$ cat config.mk
export PLATFORM = sky130hd
export DESIGN_NAME = gnd_fade
export DESIGN_NICKNAME = d
export VERILOG_FILES = /design/src/rtl/gnd_pkg.sv /design/src/rtl/gnd_fade.sv
export SDC_FILE = /design/constraint.sdc
export NUM_CORES = 2
export LEC_CHECK = 0
export ABC_AREA = 1
export ABC_CLOCK_PERIOD_IN_PS = 7900
export BUFFER_PORTS_ARGS = -buffer_cell sky130_fd_sc_hd__clkbuf_2
export CAP_MARGIN = 5
export CORE_MARGIN = 4
export CORE_UTILIZATION = 50
export DETAILED_ROUTE_END_ITERATION = 10
export HOLD_SLACK_MARGIN = 0.15
export PLACE_DENSITY = 0.69
export SYNTH_ARGS = -nofsm -noshare
export SYNTH_HDL_FRONTEND = slang
export SYNTH_SLANG_ARGS = --single-unit
$ cat constraint.sdc
create_clock -name clk_i -period 7.9 [get_ports clk_i]
set_input_delay 0.79 -clock clk_i [delete_from_list [all_inputs] [get_ports clk_i]]
set_output_delay 0.79 -clock clk_i [all_outputs]
set_load 0.02 [all_outputs]
$ cat src/rtl/gnd_pkg.sv
// shared widths, codes and pipeline load enables for the gradient noise block
package gnd_pkg;

  localparam int unsigned FRAC_DEF = 16;

  localparam int unsigned TBL_AW  = 8;
  localparam int unsigned PERM_W  = 8;
  localparam int unsigned GRAD_W  = 17;
  localparam int unsigned COORD_W = 32;
  localparam int unsigned NOISE_W = 32;
  localparam int unsigned DOT_W   = GRAD_W + 2;
  localparam int unsigned DIFF_W  = DOT_W + 1;
  localparam int unsigned MUL_W   = 2 * NOISE_W;

  // fade polynomial 6t^5 - 15t^4 + 10t^3
  localparam int unsigned FADE_C5 = 6;
  localparam int unsigned FADE_C4 = 15;
  localparam int unsigned FADE_C3 = 10;

  typedef enum logic {
    REQ_WRITE  = 1'b0,
    REQ_SAMPLE = 1'b1
  } req_e;

  // one capture enable per pipeline stage, st7 is the output register
  typedef struct packed {
    logic st1;
    logic st2;
    logic st3;
    logic st4;
    logic st5;
    logic st6;
    logic st7;
  } ld_t;

endpackage

$ cat src/rtl/gnd_fade.sv
// four stage pipelined quintic fade of one coordinate fraction
module gnd_fade #(
  parameter int unsigned FRAC = gnd_pkg::FRAC_DEF
) (
  input  logic                               clk_i,
  input  gnd_pkg::ld_t                       ld_i,
  input  logic [FRAC-1:0]                    t_i,
  output logic signed [gnd_pkg::NOISE_W-1:0] w_o
);

  localparam int unsigned NoiseW = gnd_pkg::NOISE_W;
  localparam int unsigned ProdW  = 2 * FRAC;

  logic [FRAC-1:0]   t1_q, t2_q;
  logic [FRAC-1:0]   t2b_q, t3_q, t4_q;
  logic [FRAC-1:0]   t3c_q, t4c_q, t5_q;
  logic [ProdW-1:0]  sq, cube, quart, quint;
  logic [NoiseW-1:0] w_d;
  logic [NoiseW-1:0] w_q;

  always_comb begin
    sq    = t_i * t_i;
    cube  = t2_q * t1_q;
    quart = t2_q * t2_q;
    quint = t3_q * t2b_q;
    w_d   = NoiseW'(t5_q) * NoiseW'(gnd_pkg::FADE_C5)
          - NoiseW'(t4c_q) * NoiseW'(gnd_pkg::FADE_C4)
          + NoiseW'(t3c_q) * NoiseW'(gnd_pkg::FADE_C3);
  end

  always_ff @(posedge clk_i) begin
    if (ld_i.st1) begin
      t1_q <= t_i;
      t2_q <= sq[ProdW-1:FRAC];
    end
    if (ld_i.st2) begin
      t2b_q <= t2_q;
      t3_q  <= cube[ProdW-1:FRAC];
      t4_q  <= quart[ProdW-1:FRAC];
    end
    if (ld_i.st3) begin
      t3c_q <= t3_q;
      t4c_q <= t4_q;
      t5_q  <= quint[ProdW-1:FRAC];
    end
    if (ld_i.st4) begin
      w_q <= w_d;
    end
  end

  assign w_o = signed'(w_q);

endmodule

==> reports/summary.txt <==
Clock Latency Late Sink = 470 ps
Critical path's slowest cell = edfxtp_1
Die Width = 302 um
Largest net degree at the start of global routing = 49
CP Cell Sequence = buf_4 > nand2_1 > fa_1 > inv_1 > fa_1 > fa_1 > fa_1 > fa_1 > inv_1 > fa_1 > inv_1 > ha_1 > nand2_1 > nor2_1 > inv_1 > o21ai_0 > a21oi_1 > nand3_1 > nand2_1
CTS buffer count = 17
Remaining antenna violation count after routing = 0
Antenna cell count = 0
Number of global-route vias before repair = 35,100
Cts hold-fix bufs = 0
WP data required = 8130 ps
Wirelength per Cell = 14.3 um
GRT Resource Usage Total = 22.2%
Critical setup path kind = flop to flop
Site row count = 107
Ys Warns = 0
Most common cell after layout, fill and taps aside = inv_1
Final WL = 95,500 um
Syn Inst Count = 5,608
Layout overhead on the synthesized area = 4.04%
Max-slew violation count = 0
Highest-count cells in the layout ignoring fill and taps = 1,613 x inv_1, 1,503 x nand2_1, 760 x fa_1, 492 x ha_1, 227 x nor2_1
Buf/Inv on CP = 5
Initial DRC Count = 1,717
TNS Setup = 0 ps
Netlist Area Pre-Place = 43,200 um^2
Residual DRC count = 0
Reg clk slew, reported paths = 70 ps
Critical path endpoint category = flop
Worst-case clock buffer depth = 2
EDFF count, synth = 150
Main flop type after synthesis = edfxtp_1
Critical path's most frequent cell = fa_1
Slew @ Worst Pin = 1210 ps
Flops & latches, synth = 150
DR vias = 33,200
Status = finished, final reports clean
Final Setup Violations = 0
# nets final = 6,798
Crit-path leading delay family = adder cells
DRT Pass-1 Iters = 7
Initial cell density of the core = 50.5%
DP HPWL = 80,200 um
Hold WC Path Type = flop to flop
Final Hold Fails = 0
Syn nets = 6,884
Initial antenna violation count = 0
Asr flop ratio synth = 0%
Maximum clock rate = 0.159 GHz
Vias per std cell = 4.96
# IOs = 56
Crit path launch type = flop
Crit share post-route = 79.5%
CTS tree = yes
Final min period = 6280 ps
Clock Skew = 12.0 ps
H-tree depth = 4
Max cap viols = 0
Clock sink total = 150
CP arrival = 6510 ps
Mean Syn Cell Area = 7.70 um^2
CP Max Fanout = 23
Die height = 302 um
RSZ-0062 raised after global routing = false
Worst rel slew slack = 19.2%
Die area = 91,100 um^2
Core footprint = 85,400 um^2
Post-CTS resize count = 0
RD Place Congestion = 0.925
I/O Buffers = 52
Post-CTS setup buffers = 0
First-pass GRT wire length = 166,000 um
Post-synthesis sequential area ratio = 10.4%
Delay of the slowest critical-path stage = 1080 ps
Clock tree root buffer cell = clkbuf_16
Yosys cell types = 38
GR Overflow Total = 0
Share of layout cells above drive strength 1 = 2.42%
==> state kept, by name (all words and copies together), names as in the netlist <==
register / cells
w_o: 22
t2b_q: 16
t3_q: 16
t3c_q: 16
t4c_q: 16
t4_q: 16
t1_q: 16
t2_q: 16
t5_q: 16
==> synthesized netlist by cell type (13+ instances only) <==
master       n  area, um^2
nand3_1    148         741
nor2_1     227         852
nor3_1      26         130
edfxtp_1   150        4500
o21ai_0     92         460
xor2_1      46         403
o21bai_1    31         233
inv_1     1613        6050
nand2_1   1503        5640
nand4_1     37         231
buf_4       13        97.6
fa_1       760       15200
xnor2_1     44         385
clkbuf_1   163         612
ha_1       492        6160
a21oi_1    194         971
==> worst register-to-register path, stage by stage, from the launching register on <==
cell      delay [ps]
edfxtp_1        1080
buf_4            370
nand2_1          110
fa_1             550
inv_1             80
fa_1             490
fa_1             560
fa_1             430
fa_1             500
inv_1             50
fa_1             470
inv_1             40
ha_1             380
nand2_1          120
nor2_1           140
inv_1             60
o21ai_0          320
a21oi_1          140
nand3_1          100
nand2_1           50
==> area by class of cell <==
type	count	area (um^2)
clock inverter	15	184
multi-input combinational	3665	31900
timing repair buffer	74	425
tap	1144	1430
fill	8209	40500
inverter	1614	6060
sequential	150	4500
clock buffer	17	425
==> routing by layer <==
| layer | track usage, % | vias to the layer above | wire length (um) |
|---|---|---|---|
| met5 | 0 | - | 0 |
| met2 | 40.9 | 703 | 48500 |
| met3 | 2.33 | 134 | 4060 |
| met4 | 4.91 | 0 | 1820 |
| li1 | - | 16200 | - |
| met1 | 28.1 | 16100 | 41100 |
==> cells by family after synthesis <==
logic type,count (synthesis),share of synthesized area [%]
flip-flops,150,10.4
adder cells (fa/ha/maj),1252,49.5
AO/OA/AOI/OAI,342,4.30
XOR/XNOR,90,1.83
AND/OR/NAND/NOR,1981,18.2
buffers and inverters,1793,15.7
==> final timing paths <==
kind | start | end | slack [ps] | cells past startpoint
max reg2reg | t2_q[9] | t4_q[13] | 1620 | 19
max | t2_q[9] | t4_q[13] | 1620 | 19
min | t4_q[0] | t4c_q[0] | 420 | 0
min reg2reg | t4_q[0] | t4c_q[0] | 420 | 0
==> stage by stage <==
stage | hold WS [ps] | instances | instance area (um^2) | worst slack [ps] | utilization, %
6_report | 419 | 6679 | 44900 | 1620 | 52.6
2_1_floorplan | 400 | 5608 | 43200 | 2100 | -
4_1_cts | 420 | 6679 | 44900 | 1680 | 52.6
3_3_place_gp | 403 | 6647 | 44300 | 1720 | 51.9
5_1_grt | 429 | 6679 | 44900 | 1330 | 52.6
3_5_place_dp | 405 | 6647 | 44300 | 1690 | 51.9
Power is left out: the tool's default activity adds up to more than one toggle a clock period on the data nets, which glitch-free logic cannot reach.
