### src/rtl/gnd_pkg.sv
// shared widths, codes and pipeline load enables for the gradient noise block
package gnd_pkg;

  localparam int unsigned FRAC_DEF = 16;

  localparam int unsigned TBL_AW  = 8;
  localparam int unsigned PERM_W  = 8;
  localparam int unsigned GRAD_W  = 17;
  localparam int unsigned COORD_W = 32;
  localparam int unsigned NOISE_W = 32;
  localparam int unsigned DOT_W   = GRAD_W + 2;
  localparam int unsigned DIFF_W  = DOT_W + 1;
  localparam int unsigned MUL_W   = 2 * NOISE_W;

  // fade polynomial 6t^5 - 15t^4 + 10t^3
  localparam int unsigned FADE_C5 = 6;
  localparam int unsigned FADE_C4 = 15;
  localparam int unsigned FADE_C3 = 10;

  typedef enum logic {
    REQ_WRITE  = 1'b0,
    REQ_SAMPLE = 1'b1
  } req_e;

  // one capture enable per pipeline stage, st7 is the output register
  typedef struct packed {
    logic st1;
    logic st2;
    logic st3;
    logic st4;
    logic st5;
    logic st6;
    logic st7;
  } ld_t;

endpackage

### src/rtl/gnd_ram.sv
// table memory with one write port and two registered read ports
module gnd_ram #(
  parameter int unsigned W  = gnd_pkg::PERM_W,
  parameter int unsigned AW = gnd_pkg::TBL_AW
) (
  input  logic          clk_i,
  input  logic          we_i,
  input  logic [AW-1:0] waddr_i,
  input  logic [W-1:0]  wdata_i,
  input  logic          re_i,
  input  logic [AW-1:0] raddr_a_i,
  input  logic [AW-1:0] raddr_b_i,
  output logic [W-1:0]  rdata_a_o,
  output logic [W-1:0]  rdata_b_o
);

  localparam int unsigned Depth = 1 << AW;

  logic [W-1:0] mem [Depth];

  always_ff @(posedge clk_i) begin
    if (we_i) begin
      mem[waddr_i] <= wdata_i;
    end
  end

  always_ff @(posedge clk_i) begin
    if (re_i) begin
      rdata_a_o <= mem[raddr_a_i];
      rdata_b_o <= mem[raddr_b_i];
    end
  end

endmodule

### config.mk
export PLATFORM = sky130hd
export DESIGN_NAME = gnd_ram
export DESIGN_NICKNAME = d
export VERILOG_FILES = /design/src/rtl/gnd_pkg.sv /design/src/rtl/gnd_ram.sv
export SDC_FILE = /design/constraint.sdc
export NUM_CORES = 2
export LEC_CHECK = 0
export ABC_CLOCK_PERIOD_IN_PS = 2690
export BUFFER_PORTS_ARGS = -buffer_cell sky130_fd_sc_hd__buf_2
export CORE_UTILIZATION = 64
export DETAILED_ROUTE_END_ITERATION = 7
export GPL_TIMING_DRIVEN = 1
export PLACE_DENSITY = 0.8
export REMOVE_ABC_BUFFERS = 1
export SLEW_MARGIN = 15
export SYNTH_ARGS = -nofsm -noshare
export SYNTH_HDL_FRONTEND = slang
export SYNTH_SLANG_ARGS = --single-unit
### constraint.sdc
create_clock -name clk_i -period 2.69 [get_ports clk_i]
set_input_delay 0.269 -clock clk_i [delete_from_list [all_inputs] [get_ports clk_i]]
set_output_delay 0.269 -clock clk_i [all_outputs]
set_load 0.02 [all_outputs]
==> results.json <==
{
  "die_w_um": 392,
  "yosysWarnings": 0,
  "antenna_found_initial": 30,
  "worstReg2RegStart": "mem[242][4]",
  "drtIter0Drc": 10459,
  "startpoint_type": "flip-flop",
  "cp_top_family": "multiplexers",
  "synth_xor_area_frac": 0,
  "syn_inst": 4847,
  "arrival_ns": 3.30,
  "tritoncts": "done",
  "r2r_cells": 7,
  "fin_ws_ns": -0.0365,
  "synth_flop_cell": "edfxtp_1",
  "final_area_um2": 113000,
  "worstPathRequired_ns": 3.26,
  "yosys_register_bits": 2064,
  "grt_pass1_vias": 60104,
  "peakVddDrop_v": 0.000603,
  "hold-path-cell-count": 3,
  "cp-end-kind": "flip-flop",
  "dieArea_um2": 153000,
  "vias": 60189,
  "wire_per_inst_um": 39.1,
  "drive_gt1_frac": 0.415,
  "cap_violations": 0,
  "synth_mux_area_frac": 0.272,
  "finalHoldViolCount": 0,
  "setup_viol": 3,
  "root_buffer": "clkbuf_16",
  "max_stage_delay_ns": 0.54,
  "synth_top_family_by_area": "multiplexers",
  "grt_overflow_total": 0,
  "max-clock-path-buffers": 3,
  "ys_seq_area_frac": 0.638,
  "clk_latency_ns": 0.84,
  "dpl_cell_area_um2": 106000,
  "nets": 5710,
  "port-buffer-count": 50,
  "dp_hpwl_um": 208000,
  "whs_endpoint": "mem[157][6]",
  "cp_num_buf_inv": 1,
  "skew_ns": 0.0299,
  "fin_tns_setup_ns": -0.0661,
  "grt_pass1_wl_um": 436000,
  "worst_pin_slew_ns": 1.11,
  "clk_pin_slew_worst_paths_ns": 0.07,
  "initial_core_util": 0.646,
  "cp-startpoint": "mem[242][4]",
  "status": "finished with violations",
  "crit_fanout": 2,
  "violations": "negative setup slack",
  "track_usage": 0.410,
  "die_h_um": 392,
  "cts_buffers": 202,
  "synth_cell_type_count": 64,
  "max_freq_ghz": 0.367,
  "slew_violations": 0,
  "worstReg2RegEnd": "rdata_a_o[4]",
  "leakage_nw": 37.2,
  "rows": 142,
  "period_minus_slack_ns": 2.73,
  "synth_fa_ha_area_frac": 0,
  "critical_path_class": "reg -> reg",
  "grt_start_max_net_pins": 111,
  "worstPathCellList": "mux4_2 > mux4_2 > nand2_2 > o31ai_2 > a211oi_2 > buf_4 > nor4_1",
  "cp_slowest_cell": "mux4_2",
  "powerDensity_nw_per_um2": 630,
  "synth_compound_gate_area_share": 0.0353,
  "syn_area_um2": 97100,
  "drtAntennaViolNets": 0,
  "wirelength_um": 308000,
  "synthSimpleGateAreaFrac": 0.0269,
  "crit_top_cell": "mux4_2",
  "post_drt_via_cell_ratio": 7.64,
  "hold_class": "in -> reg",
  "areaGrowthSynthToFinish_pct": 15.9,
  "rsz0062_at_grt": "true",
  "min_period_over_period": 1.01,
  "synth_edf_count": 2064,
  "holdCritStartpoint": "waddr_i[2]",
  "coreArea_um2": 150000,
  "globalplace.congestion": 1.00,
  "route.detailed.drc": 0,
  "drt_pre_antenna_iters": 8,
  "syn_area_per_cell_um2": 20.0,
  "ioPinCount": 51,
  "postSynth.asyncResetShare": 0,
  "cts_max_level": 4,
  "clock-sinks": 2064,
  "whs_ns": 0.0419,
  "fin_util": 0.749,
  "max_slew_margin": 0.258,
  "rrSetupSlack_ns": -0.04
}
power breakdown:
| part | switching [W] | internal [W] | total, W |
|---|---|---|---|
| Combinational | 0.00396 | 0.00290 | 0.00686 |
| Clock | 0.0124 | 0.0161 | 0.0285 |
| Sequential | 0.0000903 | 0.0355 | 0.0356 |
kinds of logic (layout without fill, tap and decap cells):
family                 Yosys count  count (layout)
buffers and inverters          401            1407
DFF                           2064            2064
AOI/OAI and AO/OA              466             466
other                            0               8
muxes                         1325            1325
and+or+nand+nor                591             591
layer usage:
metal,GRT usage,up-vias,routed length (um)
met5,0,-,269
met1,0.553,30577,98900
li1,-,22718,-
met4,0.211,44,19900
met2,0.604,5746,138000
met3,0.137,1104,50300
synthesized netlist by cell type, drive strengths merged, types with 27 or more instances:
| library cell | number | area [um2] |
|---|---|---|
| o221ai | 67 | 599 |
| a221oi | 37 | 355 |
| nor2 | 299 | 1120 |
| mux2 | 38 | 428 |
| o21ai | 37 | 185 |
| nor2b | 27 | 169 |
| a21oi | 79 | 395 |
| edfxtp | 2064 | 62000 |
| o22ai | 48 | 300 |
| nand2 | 114 | 428 |
| mux2i | 236 | 2360 |
| buf | 258 | 2110 |
| clkbuf | 137 | 514 |
| a22oi | 62 | 465 |
| mux4 | 1051 | 23700 |
| nand3 | 52 | 260 |
| a211oi | 28 | 210 |
how the worst max path moves through the flow:
stage                   endpoint  slack, ns  cells past startpoint
global route        rdata_a_o[7]      -0.02                      6
finish              rdata_a_o[4]      -0.04                      7
global placement    rdata_a_o[7]      -1.14                     11
CTS                 rdata_a_o[4]       0.01                      7
floorplan           rdata_b_o[1]      -1.02                      5
detailed placement  rdata_a_o[7]      -1.14                     11
cells in the final DEF, fill, tap and decap left out, drive strengths merged, types with 8 or more instances in the layout:
cell type / instances
o21ai: 37
buf: 1007
a21oi: 79
nor2b: 27
nand2: 114
nor3: 21
bufinv: 20
clkinv: 97
a22o: 22
inv: 9
clkinvlp: 11
clkbuf: 260
o211ai: 13
o221ai: 67
o31ai: 11
a22oi: 62
o22ai: 48
nand3: 52
a221o: 10
diode: 8
nand4: 13
mux2i: 236
nor2: 299
mux4: 1051
a211oi: 28
a2bb2oi: 9
mux2: 38
edfxtp: 2064
and2: 12
a221oi: 37
nand2b: 11
registers in the layout, summed over array words and instances, names as in the netlist:
name,cells
mem,2048
rdata_a_o,8
rdata_b_o,8
layout make-up:
| type | count | area [um2] |
|---|---|---|
| well taps | 2016 | 2520 |
| clock buffers | 251 | 5350 |
| inverters | 6 | 26.3 |
| diodes | 8 | 20.0 |
| multi-input cells | 2382 | 32600 |
| fillers | 8231 | 37800 |
| flip-flops and latches | 2064 | 62000 |
| repair buffers | 1019 | 8770 |
| clock inverters | 131 | 1260 |
worst register-to-register path, delay by kind of cell, from the launching register on:
kind | cells | cell delay [ns]
and+or+nand+nor | 2 | 0.30
AOI/OAI and AO/OA | 2 | 0.49
muxes | 2 | 1.04
buffers and inverters | 1 | 0.20
DFF | 1 | 0.43
timing repair:
| action | CTS | global route |
|---|---|---|
| setup buffers | 0 | 0 |
| pin swaps | 0 | 1 |
| endpoints found under the hold margin | 66 | 0 |
| gates resized for setup | 12 | 11 |
| cloned | 0 | 0 |
| endpoints found under the setup margin | 6 | 7 |
| hold buffers | 3 | 0 |
metrics by stage:
stage,setup WS [ns],power [W],instances
2_1_floorplan,-1.02,0.0388,4452
3_3_place_gp,-1.14,0.0427,7484
3_5_place_dp,-1.14,0.0428,7484
4_1_cts,0.0134,0.0707,7869
5_1_grt,-0.0242,0.0722,7870
6_report,-0.0365,0.0709,7877
No activity file was read; power rests on OpenSTA's default activity.
